<file path="config.mk">
export PLATFORM = sky130hd
export DESIGN_NAME = led_chain_frame_sender_unit
export DESIGN_NICKNAME = d
export VERILOG_FILES = /design/src/rtl/lcfs_pkg.sv /design/src/rtl/led_chain_frame_sender_unit.sv /design/src/rtl/lcfs_front.sv /design/src/rtl/lcfs_queue.sv /design/src/rtl/lcfs_back.sv
export SDC_FILE = /design/constraint.sdc
export NUM_CORES = 1
export LEC_CHECK = 0
export BUFFER_PORTS_ARGS = -buffer_cell sky130_fd_sc_hd__buf_2
export CAP_MARGIN = 40
export CORE_MARGIN = 2
export CORE_UTILIZATION = 62
export DETAILED_ROUTE_END_ITERATION = 8
export PLACE_DENSITY = 0.79
export SLEW_MARGIN = 0
export SYNTH_ARGS = -nofsm -noshare
export SYNTH_HDL_FRONTEND = slang
export SYNTH_SLANG_ARGS = --single-unit
</file>
<file path="constraint.sdc">
create_clock -name clock -period 12.5 [get_ports clock]
set_input_delay 0.625 -clock clock [delete_from_list [all_inputs] [get_ports clock]]
set_output_delay 0.625 -clock clock [all_outputs]
set_load 0.05 [all_outputs]
</file>
<file path="src/rtl/lcfs_pkg.sv">
// Package for the LED chain frame sender: sizes, command codes, payload types
// and the default LED table builder. Used by every module of the block.
`timescale 1ns / 1ps
package lcfs_pkg;

   localparam int SWITCH_LEDS   = 4;
   localparam int SWITCH_REPEAT = 2;
   localparam int ALL_LEDS      = SWITCH_LEDS + 1;
   localparam int LED_W         = (ALL_LEDS > 1) ? $clog2(ALL_LEDS) : 1;
   localparam int REP_W         = $clog2(SWITCH_REPEAT + 1);
   localparam int QUEUE_DEPTH   = 2;
   localparam int QPTR_W        = $clog2(QUEUE_DEPTH);
   localparam int QCNT_W        = $clog2(QUEUE_DEPTH + 1);
   localparam int CSR_INDEX_W   = 3;
   localparam int FRAME_BYTES   = 8 + 4 * (SWITCH_LEDS * SWITCH_REPEAT + 1);

   localparam logic [1:0] CMD_SET     = 2'd0;
   localparam logic [1:0] CMD_APPLY   = 2'd1;
   localparam logic [1:0] CMD_RESTORE = 2'd2;

   localparam logic [CSR_INDEX_W-1:0] CSR_START_BYTE = 3'd0;
   localparam logic [CSR_INDEX_W-1:0] CSR_END_BYTE   = 3'd1;
   localparam logic [CSR_INDEX_W-1:0] CSR_BRIGHT_ON  = 3'd2;
   localparam logic [CSR_INDEX_W-1:0] CSR_BRIGHT_OFF = 3'd3;
   localparam logic [CSR_INDEX_W-1:0] CSR_COLOR_ON   = 3'd4;
   localparam logic [CSR_INDEX_W-1:0] CSR_COLOR_OFF  = 3'd5;

   localparam logic [7:0] RST_START_BYTE = 8'h00;
   localparam logic [7:0] RST_END_BYTE   = 8'hFF;
   localparam logic [7:0] RST_BRIGHT_ON  = 8'hFF;
   localparam logic [7:0] RST_BRIGHT_OFF = 8'hE0;
   localparam logic [7:0] RST_COLOR_ON   = 8'hFF;
   localparam logic [7:0] RST_COLOR_OFF  = 8'h00;

   typedef struct packed {
      logic [1:0] command;
      logic [2:0] led_index;
      logic       target_on;
   } req_type;

   typedef struct packed {
      logic [7:0] out_byte;
      logic       last;
   } rsp_type;

   typedef struct packed {
      logic [7:0] start_byte;
      logic [7:0] end_byte;
      logic [7:0] bright_on;
      logic [7:0] bright_off;
      logic [7:0] color_on;
      logic [7:0] color_off;
   } cfg_type;

   typedef logic [ALL_LEDS-1:0][31:0] led_words_type;

   typedef struct packed {
      logic          valid;
      led_words_type words;
   } queue_push_type;

   typedef struct packed {
      logic full;
      logic empty;
   } queue_status_type;

   function automatic led_words_type default_words(logic [7:0] br, logic [7:0] con,
                                                   logic [7:0] coff);
      led_words_type w;
      for (int i = 0; i < SWITCH_LEDS; i++) begin
         w[i] = {br, con, coff, coff};
      end
      w[SWITCH_LEDS] = {br, coff, coff, con};
      return w;
   endfunction

endpackage

</file>
<file path="src/rtl/led_chain_frame_sender_unit.sv">
// Top level of the LED chain frame sender: register file, front end, snapshot
// queue and frame back end. Depends on lcfs_pkg, lcfs_front, lcfs_queue, lcfs_back.
// With the back end idle, an accepted command's snapshot is written to the queue,
// and the first byte of its frame is then registered in the result output register.
// Throughput: one byte per cycle while rsp_stall is low, 44 bytes per frame (the
// back-end sequencer); the queue holds up to two pending frames.
// Reset: synchronous; restores registers, flags and LED words, sends no frame.
`timescale 1ns / 1ps
module led_chain_frame_sender_unit (
   input  logic                             clock,
   input  logic                             reset,
   input  logic                             req_valid,
   output logic                             req_stall,
   input  lcfs_pkg::req_type                req_data,
   output logic                             rsp_valid,
   input  logic                             rsp_stall,
   output lcfs_pkg::rsp_type                rsp_data,
   input  logic                             csr_valid,
   output logic                             csr_ready,
   input  logic [lcfs_pkg::CSR_INDEX_W-1:0] csr_index,
   input  logic [7:0]                       csr_data
);
   import lcfs_pkg::*;

   cfg_type          cfg_ff, cfg_in;
   queue_push_type   q_push;
   queue_status_type q_status;
   led_words_type    head;
   logic             pop;

   assign csr_ready = 1'b1;

   always_comb begin
      cfg_in = cfg_ff;
      if (csr_valid) begin
         case (csr_index)
            CSR_START_BYTE: cfg_in.start_byte = csr_data;
            CSR_END_BYTE:   cfg_in.end_byte   = csr_data;
            CSR_BRIGHT_ON:  cfg_in.bright_on  = csr_data;
            CSR_BRIGHT_OFF: cfg_in.bright_off = csr_data;
            CSR_COLOR_ON:   cfg_in.color_on   = csr_data;
            CSR_COLOR_OFF:  cfg_in.color_off  = csr_data;
            default: begin
            end
         endcase
      end
   end

   always_ff @(posedge clock) begin
      if (reset) begin
         cfg_ff.start_byte <= RST_START_BYTE;
         cfg_ff.end_byte   <= RST_END_BYTE;
         cfg_ff.bright_on  <= RST_BRIGHT_ON;
         cfg_ff.bright_off <= RST_BRIGHT_OFF;
         cfg_ff.color_on   <= RST_COLOR_ON;
         cfg_ff.color_off  <= RST_COLOR_OFF;
      end else begin
         cfg_ff <= cfg_in;
      end
   end

   lcfs_front u_front (
      .clock     (clock),
      .reset     (reset),
      .req_valid (req_valid),
      .req_stall (req_stall),
      .req_data  (req_data),
      .cfg       (cfg_ff),
      .q_status  (q_status),
      .q_push    (q_push)
   );

   lcfs_queue u_queue (
      .clock    (clock),
      .reset    (reset),
      .q_push   (q_push),
      .q_status (q_status),
      .pop      (pop),
      .head     (head)
   );

   lcfs_back u_back (
      .clock     (clock),
      .reset     (reset),
      .cfg       (cfg_ff),
      .q_status  (q_status),
      .head      (head),
      .pop       (pop),
      .rsp_valid (rsp_valid),
      .rsp_stall (rsp_stall),
      .rsp_data  (rsp_data)
   );

endmodule

</file>
<file path="src/rtl/lcfs_front.sv">
// Front end: accepts commands, keeps the target/current flags and LED words,
// and queues an LED table snapshot for every frame. Depends on lcfs_pkg.
`timescale 1ns / 1ps
module lcfs_front (
   input  logic                      clock,
   input  logic                      reset,
   input  logic                      req_valid,
   output logic                      req_stall,
   input  lcfs_pkg::req_type         req_data,
   input  lcfs_pkg::cfg_type         cfg,
   input  lcfs_pkg::queue_status_type q_status,
   output lcfs_pkg::queue_push_type  q_push
);
   import lcfs_pkg::*;

   logic [ALL_LEDS-1:0] target_ff, target_in;
   logic [ALL_LEDS-1:0] current_ff, current_in;
   led_words_type       words_ff, words_in;
   logic                accept;
   logic                in_range;
   logic [LED_W-1:0]    tidx;
   logic                push;

   assign req_stall = q_status.full;
   assign accept    = req_valid && !q_status.full;
   assign in_range  = int'(req_data.led_index) <= SWITCH_LEDS;
   assign tidx      = LED_W'(req_data.led_index);

   always_comb begin
      target_in  = target_ff;
      current_in = current_ff;
      words_in   = words_ff;
      push       = 1'b0;
      if (accept) begin
         case (req_data.command)
            CMD_SET: begin
               if (in_range) begin
                  target_in[tidx] = req_data.target_on;
               end
            end
            CMD_APPLY: begin
               if (in_range && (current_ff[tidx] != target_ff[tidx])) begin
                  current_in[tidx]      = target_ff[tidx];
                  words_in[tidx][31:24] = target_ff[tidx] ? cfg.bright_on : cfg.bright_off;
                  push                  = 1'b1;
               end
            end
            CMD_RESTORE: begin
               target_in  = '1;
               current_in = '1;
               words_in   = default_words(cfg.bright_on, cfg.color_on, cfg.color_off);
               push       = 1'b1;
            end
            default: begin
            end
         endcase
      end
   end

   assign q_push.valid = push;
   assign q_push.words = words_in;

   always_ff @(posedge clock) begin
      if (reset) begin
         target_ff  <= '1;
         current_ff <= '1;
         words_ff   <= default_words(RST_BRIGHT_ON, RST_COLOR_ON, RST_COLOR_OFF);
      end else begin
         target_ff  <= target_in;
         current_ff <= current_in;
         words_ff   <= words_in;
      end
   end

   a_push_needs_accept: assert property (@(posedge clock) disable iff (reset)
      push |-> accept)
      else $error("frame queued without an accepted command");

endmodule

</file>
<file path="src/rtl/lcfs_queue.sv">
// Short queue of LED table snapshots between front and back end.
// Depends on lcfs_pkg.
`timescale 1ns / 1ps
module lcfs_queue (
   input  logic                       clock,
   input  logic                       reset,
   input  lcfs_pkg::queue_push_type   q_push,
   output lcfs_pkg::queue_status_type q_status,
   input  logic                       pop,
   output lcfs_pkg::led_words_type    head
);
   import lcfs_pkg::*;

   led_words_type     entries_ff [QUEUE_DEPTH];
   logic [QPTR_W-1:0] wr_ptr_ff, wr_ptr_in;
   logic [QPTR_W-1:0] rd_ptr_ff, rd_ptr_in;
   logic [QCNT_W-1:0] cnt_ff, cnt_in;

   assign q_status.full  = cnt_ff == QCNT_W'(QUEUE_DEPTH);
   assign q_status.empty = cnt_ff == '0;
   assign head           = entries_ff[rd_ptr_ff];

   always_comb begin
      wr_ptr_in = wr_ptr_ff;
      rd_ptr_in = rd_ptr_ff;
      cnt_in    = cnt_ff;
      if (q_push.valid) begin
         wr_ptr_in = (wr_ptr_ff == QPTR_W'(QUEUE_DEPTH - 1)) ? '0 : wr_ptr_ff + 1'b1;
      end
      if (pop) begin
         rd_ptr_in = (rd_ptr_ff == QPTR_W'(QUEUE_DEPTH - 1)) ? '0 : rd_ptr_ff + 1'b1;
      end
      if (q_push.valid && !pop) begin
         cnt_in = cnt_ff + 1'b1;
      end else if (pop && !q_push.valid) begin
         cnt_in = cnt_ff - 1'b1;
      end
   end

   always_ff @(posedge clock) begin
      if (reset) begin
         wr_ptr_ff <= '0;
         rd_ptr_ff <= '0;
         cnt_ff    <= '0;
      end else begin
         wr_ptr_ff <= wr_ptr_in;
         rd_ptr_ff <= rd_ptr_in;
         cnt_ff    <= cnt_in;
      end
   end

   always_ff @(posedge clock) begin
      if (q_push.valid) begin
         entries_ff[wr_ptr_ff] <= q_push.words;
      end
   end

   a_no_overflow: assert property (@(posedge clock) disable iff (reset)
      q_push.valid |-> !q_status.full)
      else $error("push into a full queue");

   a_no_underflow: assert property (@(posedge clock) disable iff (reset)
      pop |-> !q_status.empty)
      else $error("pop from an empty queue");

   a_count_bound: assert property (@(posedge clock) disable iff (reset)
      cnt_ff <= QCNT_W'(QUEUE_DEPTH))
      else $error("queue count out of range");

endmodule

</file>
<file path="src/rtl/lcfs_back.sv">
// Back end: walks the frame sequence for the queue head, one byte per cycle while
// the output is not stalled, into the result output register. Depends on lcfs_pkg.
`timescale 1ns / 1ps
module lcfs_back (
   input  logic                       clock,
   input  logic                       reset,
   input  lcfs_pkg::cfg_type          cfg,
   input  lcfs_pkg::queue_status_type q_status,
   input  lcfs_pkg::led_words_type    head,
   output logic                       pop,
   output logic                       rsp_valid,
   input  logic                       rsp_stall,
   output lcfs_pkg::rsp_type          rsp_data
);
   import lcfs_pkg::*;

   localparam logic [1:0] SEC_START = 2'd0;
   localparam logic [1:0] SEC_LED   = 2'd1;
   localparam logic [1:0] SEC_END   = 2'd2;

   logic [1:0]       sec_ff, sec_in;
   logic [1:0]       sub_ff, sub_in;
   logic [REP_W-1:0] rep_ff, rep_in;
   logic [LED_W-1:0] led_ff, led_in;
   logic             rsp_valid_ff, rsp_valid_in;
   rsp_type          rsp_data_ff, rsp_data_in;
   logic             fire;
   logic [31:0]      word;
   rsp_type          gen;

   assign fire = !q_status.empty && (!rsp_valid_ff || !rsp_stall);
   assign word = head[led_ff];

   always_comb begin
      gen.last = 1'b0;
      case (sec_ff)
         SEC_START: gen.out_byte = cfg.start_byte;
         SEC_LED: begin
            case (sub_ff)
               2'd0:    gen.out_byte = word[31:24];
               2'd1:    gen.out_byte = word[23:16];
               2'd2:    gen.out_byte = word[15:8];
               default: gen.out_byte = word[7:0];
            endcase
         end
         SEC_END: begin
            gen.out_byte = cfg.end_byte;
            gen.last     = sub_ff == 2'd3;
         end
         default: gen.out_byte = cfg.end_byte;
      endcase
   end

   always_comb begin
      sec_in = sec_ff;
      sub_in = sub_ff;
      rep_in = rep_ff;
      led_in = led_ff;
      pop    = 1'b0;
      if (fire) begin
         sub_in = sub_ff + 1'b1;
         case (sec_ff)
            SEC_START: begin
               if (sub_ff == 2'd3) begin
                  sec_in = SEC_LED;
               end
            end
            SEC_LED: begin
               if (sub_ff == 2'd3) begin
                  if (led_ff == LED_W'(SWITCH_LEDS)) begin
                     sec_in = SEC_END;
                     led_in = '0;
                     rep_in = '0;
                  end else if (rep_ff == REP_W'(SWITCH_REPEAT - 1)) begin
                     rep_in = '0;
                     led_in = led_ff + 1'b1;
                  end else begin
                     rep_in = rep_ff + 1'b1;
                  end
               end
            end
            SEC_END: begin
               if (sub_ff == 2'd3) begin
                  sec_in = SEC_START;
                  pop    = 1'b1;
               end
            end
            default: begin
               sec_in = SEC_START;
               sub_in = '0;
            end
         endcase
      end
   end

   always_comb begin
      rsp_valid_in = rsp_valid_ff;
      rsp_data_in  = rsp_data_ff;
      if (fire) begin
         rsp_valid_in = 1'b1;
         rsp_data_in  = gen;
      end else if (!rsp_stall) begin
         rsp_valid_in = 1'b0;
      end
   end

   assign rsp_valid = rsp_valid_ff;
   assign rsp_data  = rsp_data_ff;

   always_ff @(posedge clock) begin
      if (reset) begin
         sec_ff       <= SEC_START;
         sub_ff       <= '0;
         rep_ff       <= '0;
         led_ff       <= '0;
         rsp_valid_ff <= 1'b0;
      end else begin
         sec_ff       <= sec_in;
         sub_ff       <= sub_in;
         rep_ff       <= rep_in;
         led_ff       <= led_in;
         rsp_valid_ff <= rsp_valid_in;
      end
   end

   always_ff @(posedge clock) begin
      rsp_data_ff <= rsp_data_in;
   end

   a_idle_at_frame_start: assert property (@(posedge clock) disable iff (reset)
      q_status.empty |-> (sec_ff == SEC_START) && (sub_ff == 2'd0))
      else $error("sequencer mid-frame with no frame queued");

   a_last_pops: assert property (@(posedge clock) disable iff (reset)
      (fire && gen.last) |-> pop)
      else $error("final frame byte without releasing the queue head");

endmodule
</file>
## After elaboration in Yosys (flattened, before gate mapping)

Memory sizes are Yosys's and may differ from the RTL's. A register that Yosys moved wholly into a read port is not among the register bits.
Index checks and enable logic that the tools add are counted.

- Add/sub/neg operators: 7
- Multipliers: 0
- Divide/modulo/power cells: 0
- $lt $le $gt $ge: 4
- Equality and inequality tests: 23
- Shift operators: 0
- Multiplexer cells: 49
- Bitwise gates (word level): 0
- Reductions and logical operators: 34

Operator list:

| kind | number |
|---|---|
| $mux W160 | 2 |
| $pmux W160 S2 | 1 |
| $bwmux W160 | 1 |
| $bmux W32 S3 | 1 |
| $demux W32 S3 | 1 |
| $mux W32 | 2 |
| $pmux W8 S3 | 1 |
| $pmux W5 S2 | 2 |
| $mux W2 | 9 |
| $mux W1 | 16 |
| $pmux W8 S2 | 1 |
| $ne A2 B1 Y1 const B | 7 |
| $reduce_and A2 Y1 | 6 |
| $bwmux W5 | 2 |
| $eq A2 B2 Y1 const B | 5 |
| $mux W5 | 2 |
| $eq A3 B3 Y1 const B | 3 |
| $reduce_and A3 Y1 | 3 |
| $eq A2 B1 Y1 const B | 4 |
| $logic_not A2 Y1 | 4 |
| $lt A3 B4 Y1 const B | 2 |
| $mux W8 | 1 |
| $reduce_bool A2 Y1 | 4 |
| $add A2 B1 Y2 const B | 3 |
| other kinds (20) | 34 |

- Register bits after elaboration: 241
- Latch bits: 0
- Bits in writable memories: 320
- Bits in read-only memories: 0
- Input port bits: 22
- Output and inout port bits: 12
- Logic and storage cells: 141
- Memories kept: 1

Memory list:

| memory | depth | width | read ports | clocked after Yosys merged registers in | write ports | RTL line | RTL |
|---|---|---|---|---|---|---|---|
| u_queue.entries_ff | 2 | 160 | 1 | 1 | 1 | lcfs_queue.sv:14 | `led_words_type entries_ff [QUEUE_DEPTH];` |

## Logic depth before layout (Yosys ltp)

Gate-level depths: netlist (run 1).

- Depth in word-level cells: 11
- Mapped depth: 11
- Depth with buffers taken out: 10

## Cells and area by module

Synthesis (run 1) repeated with hierarchy kept, for this count alone.

- Cell total of the unflattened synthesis: 1,999
- Area total of the unflattened synthesis: 24,075.6 um^2

By module, submodules not included:

| module | instances | cells an instance | area each (um^2) | sequential area each (um^2) |
|---|---|---|---|---|
| lcfs_queue | 1 | 520 | 12,156.7 | 9,709.3 |
| lcfs_front | 1 | 982 | 7,502.2 | 3,403.3 |
| lcfs_back | 1 | 316 | 2,518.7 | 470.5 |
| led_chain_frame_sender_unit | 1 | 181 | 1,898.1 | 960.9 |

## Least setup slack after synthesis (run 1)

OpenSTA, ideal clock, no wires.

- Kind: in2reg
- Start: input req_data[1] (netlist bit)
- End: memory u_queue.entries_ff[0][0] (netlist bit), enable pin
- Library setup time: 701 ps
- Data arrival time: 9,148 ps
- Required time: 11,799 ps
- Setup slack: 2,651 ps
- Stages on the path: 7
- Buffers on the path: 1
- Path through: buf_2 > mux2_2 > a22oi_2 > o211ai_4 > a21oi_1 > or2_1 > nor2b_1

- Cells in the longest elaborated chain, start to end: 9
- Elaborated cells on any way between the ends: 12
- Classes of those cells: order compare: 1; eq/ne: 1; mux: 9; reduce/logical: 1

RTL lines:

| element | RTL line | RTL |
|---|---|---|
| start, declared | led_chain_frame_sender_unit.sv:14 | `input lcfs_pkg::req_type req_data,` |
| $bmux W1 S3 | lcfs_front.sv:42 | `if (in_range && (current_ff[tidx] != target_ff[tidx])) begin` |
| $mux W1 (not written as such) | lcfs_front.sv:42 |  |
| $ne A1 B1 Y1 | lcfs_front.sv:42 |  |
| $logic_and A1 B1 Y1 (*) | lcfs_front.sv:42 |  |
| $mux W1 (*) | lcfs_front.sv:42 |  |
| $pmux W1 S2 (*) | lcfs_front.sv:35 | `case (req_data.command)` |
| $mux W1 (*) | lcfs_front.sv:34 | `if (accept) begin` |
| $mux W1 (*) | lcfs_queue.sv:53 | `if (q_push.valid) begin` |
| $mux W1 (not written as such) (*) | lcfs_queue.sv:54 | `entries_ff[wr_ptr_ff] <= q_push.words;` |
| end, declared | lcfs_queue.sv:14 |  |

Every way passes the cells marked *; elsewhere a longest branch is shown, timed or not. The select of a mux whose other input is x is not followed.

## Worst setup path after layout (run 1)

- Start: input req_data[2] (netlist bit)
- End: memory u_queue.entries_ff[0][32] (netlist bit), enable pin

The elaborated chain is that of the path after synthesis.

==> flow_metrics.env, run 1 <==
export IMPL_dr_pass1_iters=5
export IMPL_clock_path_buffers=3
export IMPL_dpl_hpwl_mm=32.28
export IMPL_regToRegStartpoint="u_front.target_ff[1]"
export IMPL_ys_types=65
export IMPL_cts_repair_resized=0
export IMPL_p_seq_frac=0.535
export IMPL_cts_buffers=53
export IMPL_timing_setup_tns_ns=0
export IMPL_antenna_found_initial=0
export IMPL_synthCells=1873
export IMPL_worstRegToRegCells=8
export IMPL_startpoint_type="input pin"
export IMPL_avgSynthCellArea_um2=11.94
export IMPL_min_path_type="input pin to flop"
export IMPL_die_y_um=193.9
export IMPL_power_leakage_nw=9.349
export IMPL_portBuffers=32
export IMPL_syn_nets=1905
export IMPL_cap_viol_max_count=0
export IMPL_postCtsSetupRepairBufs=0
export IMPL_hold_path_depth=3
export IMPL_setup_violations=0
export IMPL_outcome="complete, no violations"
export IMPL_syn_area_um2=22370
export IMPL_fillers=2441
export IMPL_synth_seq_area_share=0.6502
export IMPL_cts_sinks=562
export IMPL_ys_ff_latch=562
export IMPL_synth_edf_count=329
export IMPL_grt_usage=0.2704
export IMPL_clk_latency_ns=0.56
export IMPL_area_delta_synth_final_pct=10.66
export IMPL_die_area_um2=37610
export IMPL_vias_per_cell=6.277
export IMPL_p_per_area_nw_per_um2=153.6
export IMPL_nets=1912
export IMPL_slew_viol_final=0
export IMPL_rows=69
export IMPL_num_antenna_cells=0
export IMPL_cts_hold_buf=0
export IMPL_relSlewSlack=0.3731
export IMPL_grt_start_max_net_pins=79
export IMPL_overflow=0
export IMPL_grt_pass1_vias=14920
export IMPL_wirelength_mm=50.74
export IMPL_worst_slew_pin_slew_ns=0.9369
export IMPL_dieWidth_um=193.9
export IMPL_swShare=0.2227
export IMPL_initial_utilization=0.6289
export IMPL_htreeDepth=2
export IMPL_drc_errors=0
export IMPL_wire_per_inst_um=21.29
export IMPL_synth_ff_type="edfxtp_1"
export IMPL_crit_required_ns=12.73
export IMPL_intPower_w=0.002955
export IMPL_drt_initial_drc_count=1567
export IMPL_drive_gt1_frac=0.1150
export IMPL_async_flop_share=0
export IMPL_power_ir_vdd_worst_uv=124.7
export IMPL_coreArea_um2=35570
export IMPL_post_route_period_util=0.2870
export IMPL_critPathArrivalTime_ns=3.82
export IMPL_vias=14960
export IMPL_cp_end_kind="flop"
export IMPL_routabilityCongestion=0.9417
export IMPL_ioPinCount=34
export IMPL_p_comb_frac=0.065
export IMPL_crit_type="input pin to flop"
export IMPL_hold_violations=0
export IMPL_totalPowerFinal_w=0.003802
export IMPL_cp_endpoint="u_queue.entries_ff[0][32]"
export IMPL_switching_power_w=0.0008468
export IMPL_grt_pass1_wl_mm=80.12
export IMPL_cts_root_buffer="clkbuf_16"
export IMPL_startpoint="req_data[2]"
export IMPL_fmax_mhz=278.7
export IMPL_clk_pin_slew_ns=0.06
export IMPL_cp_max_fo=57
export IMPL_synth_warnings=0
export IMPL_rrSetupSlack_ns=8.97
export IMPL_reg2reg_to="u_queue.entries_ff[0][32]"
export IMPL_drtAntennaViolNets=0
export IMPL_skew_ns=0.01316
export IMPL_clkPwrFrac=0.400
export IMPL_period_minus_slack_ns=3.588
export IMPL_grt_setup_unrepaired="no"
export IMPL_cts_tree="built"
per-layer routing:
layer / part of all wire / GRT usage / routed length (um) / up-vias
met5: 0 / 0 / 0 / -
met4: 0.023 / 0.08221 / 1144 / 0
met3: 0.083 / 0.04175 / 4195 / 102
met2: 0.49 / 0.4515 / 24950 / 677
met1: 0.40 / 0.3706 / 20450 / 7346
li1: - / - / - / 6834
final cells by class:
| type | instances | area, um2 | share of cell area |
|---|---|---|---|
| clock inverters | 18 | 127.6 | 0.005156 |
| repair buffers | 60 | 580.6 | 0.02345 |
| well taps | 461 | 576.8 | 0.02330 |
| flip-flops and latches | 562 | 14550 | 0.5878 |
| clock buffers | 79 | 1524 | 0.06157 |
| multi-input cells | 1183 | 7320 | 0.2957 |
| inverters | 20 | 75.07 | 0.003033 |
worst min path at each step:
| stage | slack, ns | from | to |
|---|---|---|---|
| floorplan | 0.41 | u_front.words_ff[112] | u_front.words_ff[112] |
| global placement | 0.42 | u_front.words_ff[23] | u_front.words_ff[23] |
| detailed placement | 0.42 | u_front.words_ff[87] | u_front.words_ff[87] |
| CTS | 0.33 | rsp_stall | u_back.rsp_valid |
| global route | 0.35 | rsp_stall | u_back.rsp_valid |
| finish | 0.34 | rsp_stall | u_back.rsp_valid |
layout by cell type, fill, tap and decap left out, drive strengths merged, types with 22 or more instances in the layout:
cell    instances
a21oi         160
a22oi          22
buf            60
clkbuf         79
dfxtp         233
edfxtp        329
mux2i          67
mux4           55
nand2         485
nand2b         37
nand3          54
nor2           56
o211ai         35
o21ai          42
o22ai          22
sequential cells by signal, indices dropped and copies added, names as in the netlist, named ones only:
register,flops
cfg_ff,48
u_back.led_ff,3
u_back.rep_ff,2
u_back.rsp_data,9
u_back.rsp_valid,1
u_back.sec_ff,2
u_back.sub_ff,2
u_front.current_ff,5
u_front.target_ff,5
u_front.words_ff,160
u_queue.cnt_ff,2
u_queue.entries_ff,320
u_queue.rd_ptr_ff,1
u_queue.wr_ptr_ff,1
cells in the mapped netlist (all sizes together) (4+ instances only):
library cell,instances,share of area
nand3,54,0.012
nor2,56,0.0094
and3,8,0.0022
nor3,14,0.0036
buf,33,0.0074
nand2,485,0.081
nor2b,8,0.0022
edfxtp,329,0.44
a211o,6,0.0023
nand4,16,0.0045
a32oi,8,0.0031
and2,4,0.0011
nor3b,10,0.0039
a21oi,160,0.036
a211oi,7,0.0040
o21ai,42,0.0094
o211ai,35,0.013
mux2,4,0.0020
inv,17,0.0029
a22o,4,0.0016
clkbuf,75,0.013
o221ai,7,0.0027
a22oi,22,0.0078
mux2i,67,0.030
mux4,55,0.055
or2,4,0.0011
ha,10,0.0056
dfxtp,233,0.21
o22ai,22,0.0062
nand2b,37,0.010
power by group through the flow:
stage          clock network (W)  logic [W]  registers, W
2_1_floorplan                  0   0.000160       0.00208
3_3_place_gp                   0   0.000223       0.00207
3_5_place_dp                   0   0.000241       0.00207
4_1_cts                  0.00153   0.000243       0.00204
5_1_grt                  0.00161   0.000270       0.00204
6_report                 0.00152   0.000247       0.00204
critical path, stage by stage:
cell and delay (ns):
buf_2 0.31, and3_1 0.40, a22o_1 0.48, o211ai_4 0.19, a21oi_1 0.48, or2_1 0.23
nor2b_4 0.31, buf_4 0.40, buf_16 0.32
cell families after synthesis:
| logic type | synth area share |
|---|---|
| and+or+nand+nor | 0.1409 |
| adders and majority gates | 0.005593 |
| xor gates and xnor gates | 0.001175 |
| buffers and inverters | 0.02338 |
| muxes | 0.08737 |
| AOI/OAI and AO/OA | 0.09123 |
| DFF | 0.6502 |
| other | 0.0001676 |
per-stage QoR:
| stage | hold slack [ns] | setup slack [ns] | cells | area (um2) | utilization |
|---|---|---|---|---|---|
| after floorplan | 0.4099 | 2.651 | 1873 | 22370 | - |
| after global placement | 0.4175 | 8.299 | 2271 | 22780 | 0.6405 |
| after detailed placement | 0.4241 | 8.445 | 2286 | 23100 | 0.6495 |
| after CTS | 0.3315 | 8.978 | 2383 | 24750 | 0.6959 |
| after global routing | 0.3495 | 8.726 | 2383 | 24750 | 0.6959 |
| final | 0.3431 | 8.912 | 2383 | 24750 | 0.6959 |
(Power assumes the default switching activity.)
==> inputs of run 2 (changes only) <==
--- a/config.mk
+++ b/config.mk
@@ -5,12 +5,13 @@
 export SDC_FILE = /design/constraint.sdc
 export NUM_CORES = 1
 export LEC_CHECK = 0
+export ABC_AREA = 1
 export BUFFER_PORTS_ARGS = -buffer_cell sky130_fd_sc_hd__buf_2
 export CAP_MARGIN = 40
 export CORE_MARGIN = 2
-export CORE_UTILIZATION = 62
+export CORE_UTILIZATION = 63
 export DETAILED_ROUTE_END_ITERATION = 8
-export PLACE_DENSITY = 0.79
+export PLACE_DENSITY = 0.8
 export SLEW_MARGIN = 0
 export SYNTH_ARGS = -nofsm -noshare
 export SYNTH_HDL_FRONTEND = slang
==> constraint.sdc (replaced) <==
create_clock -name clock -period 3.5 [get_ports clock]
set_input_delay 0.175 -clock clock [delete_from_list [all_inputs] [get_ports clock]]
set_output_delay 0.175 -clock clock [all_outputs]
set_load 0.05 [all_outputs]
==> flow_metrics.env, run 2 <==
export IMPL_outcome="complete, no violations"
export IMPL_startpoint_type="flop"
export IMPL_cp_end_kind="flop"
export IMPL_hp_start="csr_index[0]"
export IMPL_ioPinCount=34
export IMPL_grt_start_max_net_pins=70
export IMPL_skew_ns=0.01174
export IMPL_dr_pass1_iters=6
export IMPL_post_route_period_util=0.8554
export IMPL_relSlewSlack=0.4602
export IMPL_ys_types=38
export IMPL_reg_largest_list="u_queue.entries_ff x320, u_front.words_ff x160, cfg_ff x48"
export IMPL_slowest_stage="buf_4"
export IMPL_regToRegStartpoint="u_queue.cnt_ff[1]"
export IMPL_initial_utilization=0.6357
export IMPL_ys_ff_latch=562
export IMPL_cp_max_fo=64
export IMPL_place_ws_ns=0.5302
export IMPL_synthCells=2710
export IMPL_clock_path_buffers=3
export IMPL_cap_viol_max_count=0
export IMPL_postCtsSetupRepairBufs=0
export IMPL_power_leakage_nw=11.75
export IMPL_worstRegToRegCells=10
export IMPL_synth_common_cells="1016 x nand2_1, 329 x edfxtp_1, 309 x inv_1"
export IMPL_htreeDepth=2
export IMPL_grt_usage=0.2885
export IMPL_muxShareOfSynthArea=0
export IMPL_drc_errors=0
export IMPL_slew_viol_final=0
export IMPL_cts_sinks=562
export IMPL_antenna_found_initial=0
export IMPL_synth_warnings=0
export IMPL_utilization=0.7011
export IMPL_drtAntennaViolNets=0
export IMPL_period_minus_slack_ns=2.994
export IMPL_p_per_area_nw_per_um2=535.1
export IMPL_synth_top_area_share=0.4145
export IMPL_nets=2735
export IMPL_worst_slew_pin_slew_ns=0.8097
export IMPL_coreArea_um2=37490
export IMPL_synth_edf_count=329
export IMPL_wire_per_inst_um=17.17
export IMPL_crit_path_cell_trace="inv_1 -> o21ai_1 -> inv_1 -> nand2_2 -> nor2_1 -> clkinv_2 -> buf_4 -> buf_4 -> nand2_1 -> a21oi_1"
export IMPL_die_area_um2=39400
export IMPL_synthAdderAreaFrac=0.005250
export IMPL_final_cell_mix="1012 x nand2_1, 329 x edfxtp_1, 308 x inv_1, 231 x dfxtp_1, 209 x a21oi_1"
export IMPL_num_antenna_cells=0
export IMPL_drive_gt1_frac=0.07538
export IMPL_drt_initial_drc_count=2055
export IMPL_grt_pass1_vias=17200
export IMPL_synth_top_cell_by_area="edfxtp_1"
export IMPL_rows=71
export IMPL_cts_root_buffer="clkbuf_16"
export IMPL_final_common_cell="nand2_1"
export IMPL_synth_top_family_by_area="simple AND/OR/NAND/NOR gates"
export IMPL_area_delta_synth_final_pct=10.28
export IMPL_syn_area_um2=23830
export IMPL_clk_pin_slew_ns=0.06
export IMPL_clk_latency_ns=0.58
export IMPL_cts_repair_resized=0
export IMPL_fin_ws_ns=0.5059
export IMPL_min_path_type="input pin to flop"
export IMPL_dieWidth_um=198.5
export IMPL_yosysMostFrequentCell="nand2_1"
export IMPL_reg2reg_to="u_front.words_ff[10]"
export IMPL_min_delay_worst_endpoint="cfg_ff[23]"
export IMPL_async_flop_share=0
export IMPL_largest_reg_flops=320
export IMPL_crit_buf_inv=5
export IMPL_cts_hold_buf=10
export IMPL_crit_required_ns=4.00
export IMPL_avgSynthCellArea_um2=8.794
export IMPL_synth_ff_type="edfxtp_1"
export IMPL_vias_per_cell=5.603
export IMPL_critPathArrivalTime_ns=3.49
export IMPL_die_y_um=198.5
export IMPL_setup_violations=0
export IMPL_grt_pass1_wl_mm=88.95
export IMPL_hold_path_depth=5
export IMPL_grt_setup_unrepaired="no"
export IMPL_cpLargestDelayFamily="buffers and inverters"
export IMPL_synth_compound_area_frac=0.08610
export IMPL_fillers=2706
export IMPL_dpl_hpwl_mm=33.71
export IMPL_vias=18250
export IMPL_synth_xor_area_frac=0
export IMPL_synth_seq_area_share=0.6102
export IMPL_max_stage_delay_ns=0.67
export IMPL_rrSetupSlack_ns=0.51
export IMPL_power_ir_vdd_worst_uv=433.0
export IMPL_portBuffers=32
export IMPL_largest_register="u_queue.entries_ff"
export IMPL_synth_area_leaders="edfxtp_1 41%, dfxtp_1 20%, nand2_1 16%"
export IMPL_synthSimpleGateAreaFrac=0.2178
export IMPL_routabilityCongestion=0.9085
export IMPL_cts_buffers=52
export IMPL_crit_type="flop to flop"
export IMPL_wirelength_mm=55.93
export IMPL_hold_violations=0
export IMPL_overflow=0
export IMPL_cts_tree="built"
export IMPL_syn_nets=2742
export IMPL_fmax_mhz=334.0
==> run 2: routing by layer <==
metal | GRT usage | vias to the layer above | share of wire | routed length, um
met5 | 0 | - | 0 | 0
li1 | - | 8675 | - | -
met2 | 0.4855 | 838 | 0.49 | 27360
met1 | 0.3993 | 8630 | 0.41 | 22750
met3 | 0.03781 | 105 | 0.083 | 4663
met4 | 0.07490 | 0 | 0.021 | 1157
==> run 2: layout make-up <==
cell class | count | area [um2] | area share
tap | 511 | 639.4 | 0.02433
timing repair buffer | 80 | 703.2 | 0.02675
sequential | 562 | 14550 | 0.5535
multi-input combinational | 1673 | 7410 | 0.2819
inverter | 334 | 1271 | 0.04836
clock buffer | 68 | 1411 | 0.05370
clock inverter | 29 | 300.3 | 0.01142
==> run 2: power breakdown <==
group          switching, W  internal, W
registers         0.0000704      0.00724
logic              0.000785     0.000285
clock network       0.00240      0.00328
total               0.00326       0.0108
==> run 2: worst min-delay path, cell delays in order <==
cell	delay, ns
buf_2	0.11
inv_1	0.06
nor2_1	0.07
nand2_1	0.06
nand3_1	0.06
==> run 2: cell families after synthesis <==
logic type                 after synthesis
adders and majority gates               10
AOI/OAI and AO/OA                      376
and+or+nand+nor                       1286
other                                    1
buffers and inverters                  475
DFF                                    562
==> run 2: worst max path at each step <==
stage,start,endpoint,slack [ns],cells after the start
2_1_floorplan,u_front.target_ff[1],u_queue.entries_ff[0][0],-0.35,11
3_3_place_gp,u_queue.cnt_ff[1],u_queue.entries_ff[0][150],0.62,10
3_5_place_dp,u_queue.cnt_ff[1],u_queue.entries_ff[0][11],0.53,10
4_1_cts,u_queue.cnt_ff[1],u_front.words_ff[10],0.50,10
5_1_grt,u_queue.cnt_ff[1],u_front.words_ff[150],0.29,10
6_report,u_queue.cnt_ff[1],u_front.words_ff[10],0.51,10
==> run 2: metrics by stage <==
step	power, W	hold WS, ns	area (um2)	instances	TNS (ns)
after floorplan	0.008178	0.3013	23900	2710	-109.31
after global placement	0.008426	0.4273	24440	3149	0
after detailed placement	0.008477	0.4419	24470	3150	0
after CTS	0.01409	0.01102	26280	3257	0
after global routing	0.01449	0.07324	26280	3257	0
final	0.01406	0.02539	26280	3257	0
